### src/rtl/core/fq_pkg.sv
// Shared types and constants for the bounded FIFO queue.
// Depends on nothing; imported by every module of the block.
package fq_pkg;

    // Widths fixed by the item format, and the reset capacity
    localparam int unsigned DATA_W     = 32;
    localparam int unsigned CNT_W      = 5;
    localparam int unsigned ADDR_MAX_W = 12;
    localparam int unsigned CAP_RESET  = 16;

    typedef logic signed [DATA_W-1:0] data_t;
    typedef logic [CNT_W-1:0]         cnt_t;

    typedef enum logic [1:0] {
        OP_PUSH  = 2'd0,
        OP_POP   = 2'd1,
        OP_QUERY = 2'd2
    } op_t;

    typedef enum logic [1:0] {
        ST_DONE  = 2'd0,
        ST_FULL  = 2'd1,
        ST_EMPTY = 2'd2
    } status_t;

    // Where the front value of a result comes from
    typedef enum logic [1:0] {
        FS_KEEP = 2'd0,
        FS_MEM  = 2'd1,
        FS_PUSH = 2'd2
    } front_src_t;

    // Access request from the controller to the entry store
    typedef struct packed {
        logic                  wr_en;
        logic [ADDR_MAX_W-1:0] wr_addr;
        data_t                 wr_data;
        logic                  rd_en;
        logic [ADDR_MAX_W-1:0] rd_addr;
    } mem_req_t;

endpackage

### src/rtl/core/fq_store.sv
// Entry store of the queue: one write port and one registered read port.
// Depends on fq_pkg for the request struct and data type.
module fq_store #(
    parameter int unsigned DEPTH = 16
) (
    input  logic             aclk,
    input  fq_pkg::mem_req_t req,
    output fq_pkg::data_t    rd_data
);
    import fq_pkg::*;

    localparam int unsigned AW = (DEPTH > 1) ? $clog2(DEPTH) : 1;

    data_t mem [DEPTH];
    data_t rd_data_reg;

    // Write the pushed beat at the rear slot
    always_ff @(posedge aclk) begin
        if (req.wr_en) begin
            mem[req.wr_addr[AW-1:0]] <= req.wr_data;
        end
    end

    // Read the new front slot; hold the data until the next read
    always_ff @(posedge aclk) begin
        if (req.rd_en) begin
            rd_data_reg <= mem[req.rd_addr[AW-1:0]];
        end
    end

    assign rd_data = rd_data_reg;

endmodule

### src/rtl/core/fq_ctrl.sv
// Queue controller: pointers, entry count, capacity register, result stage
// and output register. Depends on fq_pkg; drives the fq_store request.
module fq_ctrl #(
    parameter int unsigned DEPTH = 16
) (
    input  logic                     aclk,
    input  logic                     aresetn,
    input  logic                     cfg_we,
    input  fq_pkg::cnt_t             cfg_wdata,
    input  logic                     s_valid,
    output logic                     s_ready,
    input  logic [1:0]               s_opcode,
    input  fq_pkg::data_t            s_push_value,
    output logic                     m_valid,
    input  logic                     m_ready,
    output logic [1:0]               m_status,
    output fq_pkg::cnt_t             m_count,
    output logic                     m_is_empty,
    output logic                     m_is_full,
    output fq_pkg::data_t            m_front_value,
    output fq_pkg::data_t            m_rear_value,
    output fq_pkg::mem_req_t         mem_req,
    input  fq_pkg::data_t            mem_rd_data
);
    import fq_pkg::*;

    localparam int unsigned AW        = (DEPTH > 1) ? $clog2(DEPTH) : 1;
    localparam int unsigned CAP_LIMIT = (DEPTH < 31) ? DEPTH : 31;
    localparam logic [AW-1:0] PTR_LAST = AW'(DEPTH - 1);

    function automatic logic [AW-1:0] ptr_inc(input logic [AW-1:0] p);
        logic [AW-1:0] r;
        if (p == PTR_LAST) begin
            r = '0;
        end else begin
            r = p + 1'b1;
        end
        return r;
    endfunction

    cnt_t          cap_reg;
    cnt_t          count_reg, count_next;
    logic [AW-1:0] head_reg, head_next;
    logic [AW-1:0] tail_reg, tail_next;
    data_t         rear_reg, rear_next;
    data_t         front_reg;

    logic          p1_valid_reg;
    status_t       p1_status_reg, p1_status_next;
    front_src_t    p1_fsrc_reg, p1_fsrc_next;
    data_t         p1_value_reg;

    logic          m_valid_reg;
    status_t       m_status_reg;
    cnt_t          m_count_reg;
    logic          m_is_empty_reg;
    logic          m_is_full_reg;
    data_t         m_front_reg;
    data_t         m_rear_reg;

    cnt_t          eff_cap;
    logic          out_free;
    logic          p1_adv;
    logic          accept;
    data_t         front_now;
    logic          res_empty;

    // Clamp capacity to one entry at least and to the store depth at most
    always_comb begin
        if (cap_reg == '0) begin
            eff_cap = CNT_W'(1);
        end else if (int'(cap_reg) > CAP_LIMIT) begin
            eff_cap = CNT_W'(CAP_LIMIT);
        end else begin
            eff_cap = cap_reg;
        end
    end

    assign out_free = !m_valid_reg || m_ready;
    assign p1_adv   = p1_valid_reg && out_free;
    assign s_ready  = !p1_valid_reg || out_free;
    assign accept   = s_valid && s_ready;

    // Decode the beat: new pointers, count, rear and store access
    always_comb begin
        count_next     = count_reg;
        head_next      = head_reg;
        tail_next      = tail_reg;
        rear_next      = rear_reg;
        p1_status_next = ST_DONE;
        p1_fsrc_next   = FS_KEEP;
        mem_req        = '0;
        mem_req.wr_addr = ADDR_MAX_W'(tail_reg);
        mem_req.wr_data = s_push_value;
        mem_req.rd_addr = ADDR_MAX_W'(ptr_inc(head_reg));
        unique case (s_opcode)
            OP_PUSH: begin
                if (count_reg >= eff_cap) begin
                    p1_status_next = ST_FULL;
                end else begin
                    count_next    = count_reg + 1'b1;
                    tail_next     = ptr_inc(tail_reg);
                    rear_next     = s_push_value;
                    mem_req.wr_en = accept;
                    if (count_reg == '0) begin
                        p1_fsrc_next = FS_PUSH;
                    end
                end
            end
            OP_POP: begin
                if (count_reg == '0) begin
                    p1_status_next = ST_EMPTY;
                end else begin
                    count_next = count_reg - 1'b1;
                    head_next  = ptr_inc(head_reg);
                    if (count_reg > CNT_W'(1)) begin
                        p1_fsrc_next  = FS_MEM;
                        mem_req.rd_en = accept;
                    end
                end
            end
            default: begin
                // query: state unchanged
            end
        endcase
    end

    // Select the front value of the item in the result stage
    always_comb begin
        unique case (p1_fsrc_reg)
            FS_MEM:  front_now = mem_rd_data;
            FS_PUSH: front_now = p1_value_reg;
            default: front_now = front_reg;
        endcase
    end

    assign res_empty = (count_reg == '0);

    // Capacity register
    always_ff @(posedge aclk) begin
        if (!aresetn) begin
            cap_reg <= CNT_W'(CAP_RESET);
        end else if (cfg_we) begin
            cap_reg <= cfg_wdata;
        end
    end

    // Advance queue state on an accepted beat
    always_ff @(posedge aclk) begin
        if (!aresetn) begin
            count_reg <= '0;
            head_reg  <= '0;
            tail_reg  <= '0;
        end else if (accept) begin
            count_reg <= count_next;
            head_reg  <= head_next;
            tail_reg  <= tail_next;
        end
    end

    always_ff @(posedge aclk) begin
        if (accept) begin
            rear_reg      <= rear_next;
            p1_status_reg <= p1_status_next;
            p1_fsrc_reg   <= p1_fsrc_next;
            p1_value_reg  <= s_push_value;
        end
        if (p1_adv) begin
            front_reg <= front_now;
        end
    end

    // Result stage occupancy
    always_ff @(posedge aclk) begin
        if (!aresetn) begin
            p1_valid_reg <= 1'b0;
        end else if (accept) begin
            p1_valid_reg <= 1'b1;
        end else if (p1_adv) begin
            p1_valid_reg <= 1'b0;
        end
    end

    // Output register: load from the result stage, drop when taken
    always_ff @(posedge aclk) begin
        if (!aresetn) begin
            m_valid_reg <= 1'b0;
        end else if (p1_adv) begin
            m_valid_reg <= 1'b1;
        end else if (m_ready) begin
            m_valid_reg <= 1'b0;
        end
    end

    always_ff @(posedge aclk) begin
        if (p1_adv) begin
            m_status_reg   <= p1_status_reg;
            m_count_reg    <= count_reg;
            m_is_empty_reg <= res_empty;
            m_is_full_reg  <= (count_reg >= eff_cap);
            m_front_reg    <= res_empty ? data_t'(0) : front_now;
            m_rear_reg     <= res_empty ? data_t'(0) : rear_reg;
        end
    end

    assign m_valid       = m_valid_reg;
    assign m_status      = m_status_reg;
    assign m_count       = m_count_reg;
    assign m_is_empty    = m_is_empty_reg;
    assign m_is_full     = m_is_full_reg;
    assign m_front_value = m_front_reg;
    assign m_rear_value  = m_rear_reg;

endmodule

### src/rtl/core/bounded_fifo_queue.sv
// Bounded FIFO queue of signed 32-bit values: top level.
// Depends on fq_pkg, fq_ctrl and fq_store.
//
// Usage:
//   Input channel s_*: one beat is a push (opcode 0), pop (1) or query (2);
//   opcode 3 acts as a query. s_push_value is used on a push only.
//   Output channel m_*: exactly one beat per input beat, in order, with the
//   status, count, empty/full flags and front/rear values after the operation.
//   Front and rear read 0 while the queue is empty.
//   cfg_we/cfg_wdata write the capacity (0 acts as 1, above DEPTH acts as
//   DEPTH); write it only while no beat is in flight.
// Path: accepted beat -> result stage -> output register. Throughput: one
//   beat per clock unless stalled; a pop reads the new front from the single
//   read port of the entry store, and its data lands in the result stage.
// Reset: queue empty, capacity 16, both channels idle; the store is not
//   cleared, as no entry is read before it is written.
// Stall: a result held by a low m_ready blocks the result stage, and s_ready
//   falls once both the result stage and the output register are full.
module bounded_fifo_queue #(
    parameter int unsigned DEPTH = 16
) (
    input  logic          aclk,
    input  logic          aresetn,
    input  logic          cfg_we,
    input  fq_pkg::cnt_t  cfg_wdata,
    input  logic          s_valid,
    output logic          s_ready,
    input  logic [1:0]    s_opcode,
    input  fq_pkg::data_t s_push_value,
    output logic          m_valid,
    input  logic          m_ready,
    output logic [1:0]    m_status,
    output fq_pkg::cnt_t  m_count,
    output logic          m_is_empty,
    output logic          m_is_full,
    output fq_pkg::data_t m_front_value,
    output fq_pkg::data_t m_rear_value
);
    import fq_pkg::*;

    mem_req_t mem_req;
    data_t    mem_rd_data;

    fq_ctrl #(
        .DEPTH(DEPTH)
    ) u_ctrl (
        .aclk         (aclk),
        .aresetn      (aresetn),
        .cfg_we       (cfg_we),
        .cfg_wdata    (cfg_wdata),
        .s_valid      (s_valid),
        .s_ready      (s_ready),
        .s_opcode     (s_opcode),
        .s_push_value (s_push_value),
        .m_valid      (m_valid),
        .m_ready      (m_ready),
        .m_status     (m_status),
        .m_count      (m_count),
        .m_is_empty   (m_is_empty),
        .m_is_full    (m_is_full),
        .m_front_value(m_front_value),
        .m_rear_value (m_rear_value),
        .mem_req      (mem_req),
        .mem_rd_data  (mem_rd_data)
    );

    fq_store #(
        .DEPTH(DEPTH)
    ) u_store (
        .aclk   (aclk),
        .req    (mem_req),
        .rd_data(mem_rd_data)
    );

endmodule

### config.mk
export PLATFORM = sky130hd
export DESIGN_NAME = bounded_fifo_queue
export DESIGN_NICKNAME = d
export VERILOG_FILES = /design/src/rtl/core/fq_pkg.sv /design/src/rtl/core/fq_store.sv /design/src/rtl/core/fq_ctrl.sv /design/src/rtl/core/bounded_fifo_queue.sv
export SDC_FILE = /design/constraint.sdc
export NUM_CORES = 1
export LEC_CHECK = 0
export BUFFER_PORTS_ARGS = -buffer_cell sky130_fd_sc_hd__buf_2
export CAP_MARGIN = 5
export CORE_MARGIN = 2
export CORE_UTILIZATION = 50
export CTS_CLUSTER_DIAMETER = 50
export DETAILED_ROUTE_END_ITERATION = 16
export GPL_TIMING_DRIVEN = 0
export PLACE_DENSITY = 0.77
export SLEW_MARGIN = 20
export SYNTH_ARGS = -nofsm -noshare
export SYNTH_HDL_FRONTEND = slang
export SYNTH_SLANG_ARGS = --single-unit
### constraint.sdc
create_clock -name aclk -period 6 [get_ports aclk]
set_input_delay 1.2 -clock aclk [delete_from_list [all_inputs] [get_ports aclk]]
set_output_delay 1.2 -clock aclk [all_outputs]
set_load 0.01 [all_outputs]
==> out/metrics.cfg <==
[outcome]
status = finished clean

[sta]
whs_ns = 0.415
timing.final.crit_share = 0.631
slew_headroom = 0.377
final.setup.tns_ns = 0
final_hold_viol_count = 0
max_freq_mhz = 264
finalCriticalPeriod_ns = 3.79
rsz0062_at_grt = no
skew_ns = 0.0294
slew_viol_final = 0
worst_pin_slew_ns = 0.934
setup_viol = 0

[critical_path]
startpoint = u_ctrl.count_reg[0]
crit_required_ns = 6.30
crit_arrival_ns = 4.09
worst-setup-path-type = flip-flop to flip-flop
crit_fanout = 26
start_kind = flip-flop
r2r-start = u_ctrl.count_reg[0]
end_kind = flip-flop

[global_route]
grt_pass1_wl_um = 96800
grt_pass1_vias = 15100
antenna_found_initial = 7
track_usage = 0.233
grt_max_degree = 33
overflow = 0

[power]
intPower_uw = 8570
power_density_nw_per_um2 = 337
p_clk_frac = 0.418
netSwitchingPower_uw = 2370
peakVddDrop_mv = 0.209
switching_share = 0.217
leakagePower_uw = 0.0108
power_uw = 10900
pwr-share-comb = 0.053
seq_power_share = 0.529

[yosys]
syn_nets = 1482
ys_seq_area_frac = 0.786
synth_cell_types = 49
syn_avg_cell_area_um2 = 19.6
synthesis.area_um2 = 27900
ys_seq_elements = 737
async_reset_ff_frac = 0
synth_edf_count = 717
synthFlopType = edfxtp_1
synthCells = 1423
yosys_warnings = 0

[cts]
cts_setup_buffers = 0
cts.sinks = 737
numCtsBuffers = 77
cts_tree = yes
cts_hold_buf = 0
cts.htree.levels = 3
clockBufferDepth = 3
clk_latency_ns = 0.62
cts_resized = 0
clk_pin_slew_ns = 0.05
clock_tree.root_cell = clkbuf_16

[floorplan]
fp.dieH_um = 240
ios = 119
die_w_um = 240
rows = 86
die_area_um2 = 57700
core_um2 = 55100
initial_core_util = 0.506

[placement]
placed_cells = 2311
place.gp.congestion = 0.854
dp_hpwl_um = 41400
io_buffers = 116
place_area_um2 = 30000

[layout]
largest_reg_flops = 512
layout-drive-gt1-share = 0.246
area_delta_synth_final_pct = 16.3
stdcell_area_um2 = 32400
final_cells = 2452
fin_nets = 1701

[drt]
via_per_inst = 6.03
drcViolationCount = 0
drtIter0Drc = 1889
wirelength_um = 65400
ant_nets = 0
route.detailed.wl_per_inst_um = 26.7
vias = 14800
drtPass1Iterations = 6

[worst_hold_path]
min-delay-start = u_ctrl.p1_status_reg[1]
hold_path.class = flip-flop to flip-flop

[run]
maxCapViolations = 0

[layout by cell type (no fill, tap or decap), types with 8 or more instances in the layout]
master	instances
edfxtp_1	717
buf_2	130
mux4_2	110
nand2_1	105
a22oi_1	87
clkbuf_16	78
and2_1	70
clkbuf_1	58
o21ai_0	40
nor2_1	23
mux2i_1	21
dfxtp_1	20
a21oi_1	19
ha_1	15
inv_1	14
clkinv_1	14
clkinv_2	13
and3_2	12
buf_16	12
buf_12	12
nand3_1	10
buf_6	8
[through the flow]
step | util | setup WS [ns]
final | 0.589 | 2.21
after global routing | 0.589 | 2.06
after CTS | 0.589 | 2.21
after detailed placement | 0.545 | 1.64
after global placement | 0.534 | -2.96
after floorplan | - | 0.513
[power groups by stage]
stage / sequential [µW] / clock, µW / combinational [µW]
finish: 5780 / 4570 / 583
global route: 5790 / 4840 / 631
CTS: 5780 / 4610 / 581
detailed placement: 5890 / 0 / 576
global placement: 5900 / 0 / 535
floorplan: 5910 / 0 / 284
[critical path, cell delays in order, from the launching register on]
cell      delay [ns]
dfxtp_1         0.48
inv_1           0.13
ha_1            0.30
nand2b_1        0.15
a21o_1          0.18
a21o_1          0.23
a21oi_2         0.37
clkbuf_4        0.46
buf_12          0.24
and3_2          0.64
buf_16          0.25
[synthesized netlist by cell type (3+ instances only)]
cell,n,area share
a221oi_1,3,0.00094
buf_4,5,0.0013
clkbuf_1,43,0.0058
a22oi_1,87,0.023
nand3_1,10,0.0018
mux2i_1,21,0.0075
nand2_1,105,0.014
inv_1,14,0.0019
o211ai_1,6,0.0016
and3_1,18,0.0040
buf_2,14,0.0025
edfxtp_1,717,0.77
o21ai_1,5,0.00090
o21ai_0,40,0.0072
a31oi_1,4,0.00090
nor3_1,5,0.00090
nand2b_1,7,0.0016
mux4_2,110,0.089
nor2_1,23,0.0031
ha_1,15,0.0067
a211oi_1,7,0.0019
and2_1,75,0.017
nor2b_1,6,0.0013
dfxtp_1,20,0.014
a21oi_1,19,0.0034
buf_6,8,0.0032
[cell families (layout without fill, tap and decap cells)]
| family | count (synthesis) | in the layout | synth area share |
|---|---|---|---|
| buf+inv | 88 | 368 | 0.0161 |
| xor+xnor | 5 | 5 | 0.00184 |
| fa+ha+maj | 15 | 15 | 0.00673 |
| flops | 737 | 737 | 0.786 |
| simple gates | 255 | 255 | 0.0457 |
| mux | 132 | 132 | 0.0967 |
| compound gates | 191 | 191 | 0.0468 |
| other cells | 0 | 1 | 0 |
[layout make-up]
type	instances	area [µm²]
multi-input combinational	598	5550
clock buffer	94	2010
timing repair buffer	140	1150
tap	748	936
fill	3959	22700
inverter	14	52.6
buffer	74	400
antenna	1	2.50
clock inverter	46	394
sequential	737	21900
[path summary, 6_finish.rpt]
check,end,slack [ns],depth (start not counted)
max,u_store.mem[2][16],2.21,10
min,u_ctrl.m_status[1],0.42,0
max reg2reg,u_store.mem[2][16],2.21,10
min reg2reg,u_ctrl.m_status[1],0.42,0
[metal layers]
metal	up-vias	wire (µm)	GRT usage
met5	-	43	0
met4	6	2150	0.0834
met3	172	7060	0.0650
met2	912	31400	0.371
met1	7521	24800	0.309
li1	6170	-	-
Power figures use the tool's default switching activity.
